--- src/design/afd_mul.sv ---
// shared signed multiplier, registered product
module afd_mul (
    input  logic               i_clk,
    input  logic signed [32:0] i_a,
    input  logic signed [32:0] i_b,
    output logic signed [65:0] o_p
);
    logic signed [65:0] r_p;
    always_ff @(posedge i_clk) begin
        r_p <= i_a * i_b;
    end
    assign o_p = r_p;
endmodule

--- config.mk ---
export PLATFORM = sky130hd
export DESIGN_NAME = afd_mul
export DESIGN_NICKNAME = d
export VERILOG_FILES = /design/src/design/afd_mul.sv
export SDC_FILE = /design/constraint.sdc
export NUM_CORES = 2
export LEC_CHECK = 0
export ABC_AREA = 1
export BUFFER_PORTS_ARGS = -buffer_cell sky130_fd_sc_hd__buf_4
export CORE_UTILIZATION = 60
export DETAILED_ROUTE_END_ITERATION = 16
export GPL_TIMING_DRIVEN = 0
export MAX_ROUTING_LAYER = met4
export PLACE_DENSITY = 0.77
export SLEW_MARGIN = 20
export SYNTH_ARGS = -nofsm -noshare
export SYNTH_HDL_FRONTEND = slang
export SYNTH_SLANG_ARGS = --single-unit
--- constraint.sdc ---
create_clock -name i_clk -period 15 [get_ports i_clk]
set_clock_uncertainty 0.15 [all_clocks]
set_input_delay 3 -clock i_clk [delete_from_list [all_inputs] [get_ports i_clk]]
set_output_delay 3 -clock i_clk [all_outputs]
set_load 0.05 [all_outputs]
* After elaboration in Yosys (flattened, before gate mapping) *
Cells that the tools add are included.
Widths: inputs -> output; s select.

word-level totals
  register bits = 66
  bits of input ports = 67
  output and inout bits = 66
  word-level logic and storage cells = 2

operators by class
  multipliers = 1

operators with widths
  operator        number
  $mul 33x33->66  1

* Logic depth before layout (Yosys ltp) *
  word-level depth = 1
  mapped depth = 34
  mapped depth without buffers = 32

* Least setup slack after synthesis *
OpenSTA, ideal clock, no wires.

  path kind = in2reg
  start = input i_a[32]
  end = register r_p[60] (netlist: o_p[60])
  setup time = 0.113 ns
  arrival time = 9.643 ns
  required time = 14.737 ns
  slack = 5.094 ns
  stages on the path = 23
  path buffers = 2
  cells stage by stage = clkbuf_1 > clkbuf_1 > nand2_1 > inv_1 > fa_1 > fa_1 > fa_1 > fa_1 > inv_1 > fa_1 > fa_1 > fa_1 > fa_1 > inv_1 > ha_1 > nand2_1 > nor2_1 > inv_1 > nor3_1 > nand2_1 > and2_0 > nand4_1 > nand2_1

between the ends
  word-level cells in the longest chain between the ends = 1

RTL lines
  element                 line  RTL
  start: declaration      4     input logic signed [32:0] i_a,
  $mul 33x33->66          10    r_p <= i_a * i_b;
  end signal: assignment  10
  end: declaration        8     logic signed [65:0] r_p;

No other way between the ends.

* Final worst setup path *
  start = input i_a[32]
  end = register r_p[49] (netlist: o_p[49])

The elaborated chain is that of the path after synthesis.

==> flow_summary.json <==
{
  "cts_buffers": 9,
  "largest_reg_flops": 66,
  "netlist_area_um2": 43200,
  "synth_edf_count": 0,
  "setup_viol": 0,
  "arrival_ps": 11810,
  "dp_slack_ps": 3260,
  "antenna_found_initial": 12,
  "drv_cap": 0,
  "status": "finished clean",
  "synthToLayoutAreaGrowth_pct": 4.69,
  "async_reset_ff_share_pct": 0,
  "synth_area_leaders": "fa_1 53%, inv_1 16%, nand2_1 13%",
  "yosysMostFrequentCell": "inv_1",
  "fmax_mhz": 85.2,
  "fin_ws_ps": 3270,
  "drv_slew": 0,
  "required_ps": 15080,
  "hpwlAfterDp_um": 143000,
  "postCtsResizedCells": 0,
  "drcViolationCount": 0,
  "crit_path_max_fanout": 10,
  "num_rows": 97,
  "synth_flop_cell": "dfxtp_1",
  "die_x_um": 270,
  "cts-root-buf": "clkbuf_16",
  "cp-start-kind": "input pin",
  "wl_um": 171000,
  "dr.first_iter.drc_count": 3829,
  "drive_gt1_share_pct": 2.93,
  "coreArea_um2": 70600,
  "yosysTopAreaCell": "fa_1",
  "final_antenna_net_count": 0,
  "hold_viol": 0,
  "avgRoutedWirePerCell_um": 26.0,
  "netlist_top_cells_count": "1894 x inv_1, 1517 x nand2_1, 1145 x fa_1",
  "dieArea_um2": 73000,
  "nFillCells": 6477,
  "dr.pass1.iters": 6,
  "fin_crit_ps": 11730,
  "fin_nets": 7050,
  "seq_area_frac_synth_pct": 3.06,
  "vias_per_cell": 5.54,
  "ys_types": 35,
  "vias": 36467,
  "ff_latch_area_um2": 1320,
  "syn_avg_cell_area_um2": 7.79,
  "grtUsageTotal_pct": 50.2,
  "clk_pin_slew_ps": 80,
  "grt_max_degree": 28,
  "cts_tree": "done",
  "grt_pass1_vias": 38885,
  "timing.slew.headroom_pct": 2.66,
  "overflow": 0,
  "synth_top_cell_area_share_pct": 53.1,
  "multi_input_area_um2": 33800,
  "htreeDepth": 3,
  "rsz0062_at_grt": "no",
  "fin_tns_setup_ps": 0,
  "initial_core_util_pct": 61.1,
  "grt_pass1_wl_um": 250000,
  "cts.sinks": 66,
  "critPathKind": "in -> reg",
  "ioPinCount": 133,
  "die_height_um": 270,
  "hold_class": "in -> reg",
  "clockBufferDepth": 2,
  "cts_hold_buf": 0,
  "yosysWarningCount": 0,
  "ys_ff_latch": 66,
  "syn_nets": 6972,
  "worst_pin_slew_ps": 1460,
  "timing.final.crit_share_pct": 78.2,
  "gp_congestion": 1.11,
  "synth_cells": 5543,
  "port_buffers": 67,
  "post_cts_buffers": 0,
  "worstSetupEndpointType": "register"
}
## worst max-delay path: stages
cell and delay (ps):
clkbuf_1 240, clkbuf_1 600, nand2_1 390, inv_1 230
fa_1 520, fa_1 580, fa_2 950, inv_1 250
fa_1 610, fa_1 470, fa_1 580, fa_1 430
fa_1 770, inv_1 90, ha_1 500, nand2_1 120
inv_1 90, nand2_1 120, nor2_2 190, inv_1 90
nor2_2 300, o21ai_0 400, nand4_1 180, nand2_1 90
## stage by stage
step	utilization, %	hold slack [ps]	std cells	instance area, um2
floorplan	-	3110	5543	43200
global placement	63.5	3260	6550	44900
detailed placement	63.5	3260	6550	44900
CTS	63.9	2870	6566	45100
global route	64.0	2900	6578	45200
finish	64.0	2900	6581	45200
## cell families (layout without fill, tap and decap cells)
kind of cell               count (synthesis)  after routing  share of synthesized area [%]
other                                      0             15                              0
AOI/OAI and AO/OA                        106            106                           1.38
xor gates and xnor gates                  41             41                          0.832
and+or+nand+nor                         1810           1810                           16.6
DFF                                       66             66                           3.06
buffers and inverters                   2158           2241                           18.8
adders and majority gates               1362           1362                           59.4
## layer usage
layer  up-vias  wire, um  GRT usage (%)
li1      15176         -              -
met1     18013     58200           59.0
met2      2515     72300           72.3
met3       763     23200           15.6
met4         0     17100           38.1
met5         -         0              -
## placed cells by master (no fill, tap or decap), types with 14 or more instances in the layout
master and instances:
a21oi_1 61, buf_4 67, clkbuf_1 243, clkbuf_2 19, dfxtp_1 66, diode_2 15
fa_1 1143, ha_1 217, inv_1 1894, nand2_1 1517, nand2_2 17, nand3_1 70
nand4_1 19, nor2_1 131, nor2_2 20, o21ai_0 19, o21bai_1 14, xor2_1 37
## worst paths after layout
| kind | start | endpoint | slack, ps | cells after the start |
|---|---|---|---|---|
| min | i_a[0] | o_p[0]$_DFF_P_ | 2900 | 3 |
| max | i_a[32] | o_p[49]$_DFF_P_ | 3270 | 24 |
## cell type report
| class | instances | share of cell area (%) |
|---|---|---|
| Inverter | 1895 | 15.7 |
| Timing Repair Buffer | 67 | 1.11 |
| Multi-Input combinational cell | 3319 | 74.7 |
| Clock buffer | 9 | 0.498 |
| Antenna cell | 15 | 0.0830 |
| Buffer | 263 | 2.24 |
| Sequential cell | 66 | 2.92 |
| Clock inverter | 7 | 0.119 |
| Tap cell | 940 | 2.60 |
Power is left out: the tool's default activity adds up to more than one toggle a clock period on the data nets, which glitch-free logic cannot reach.
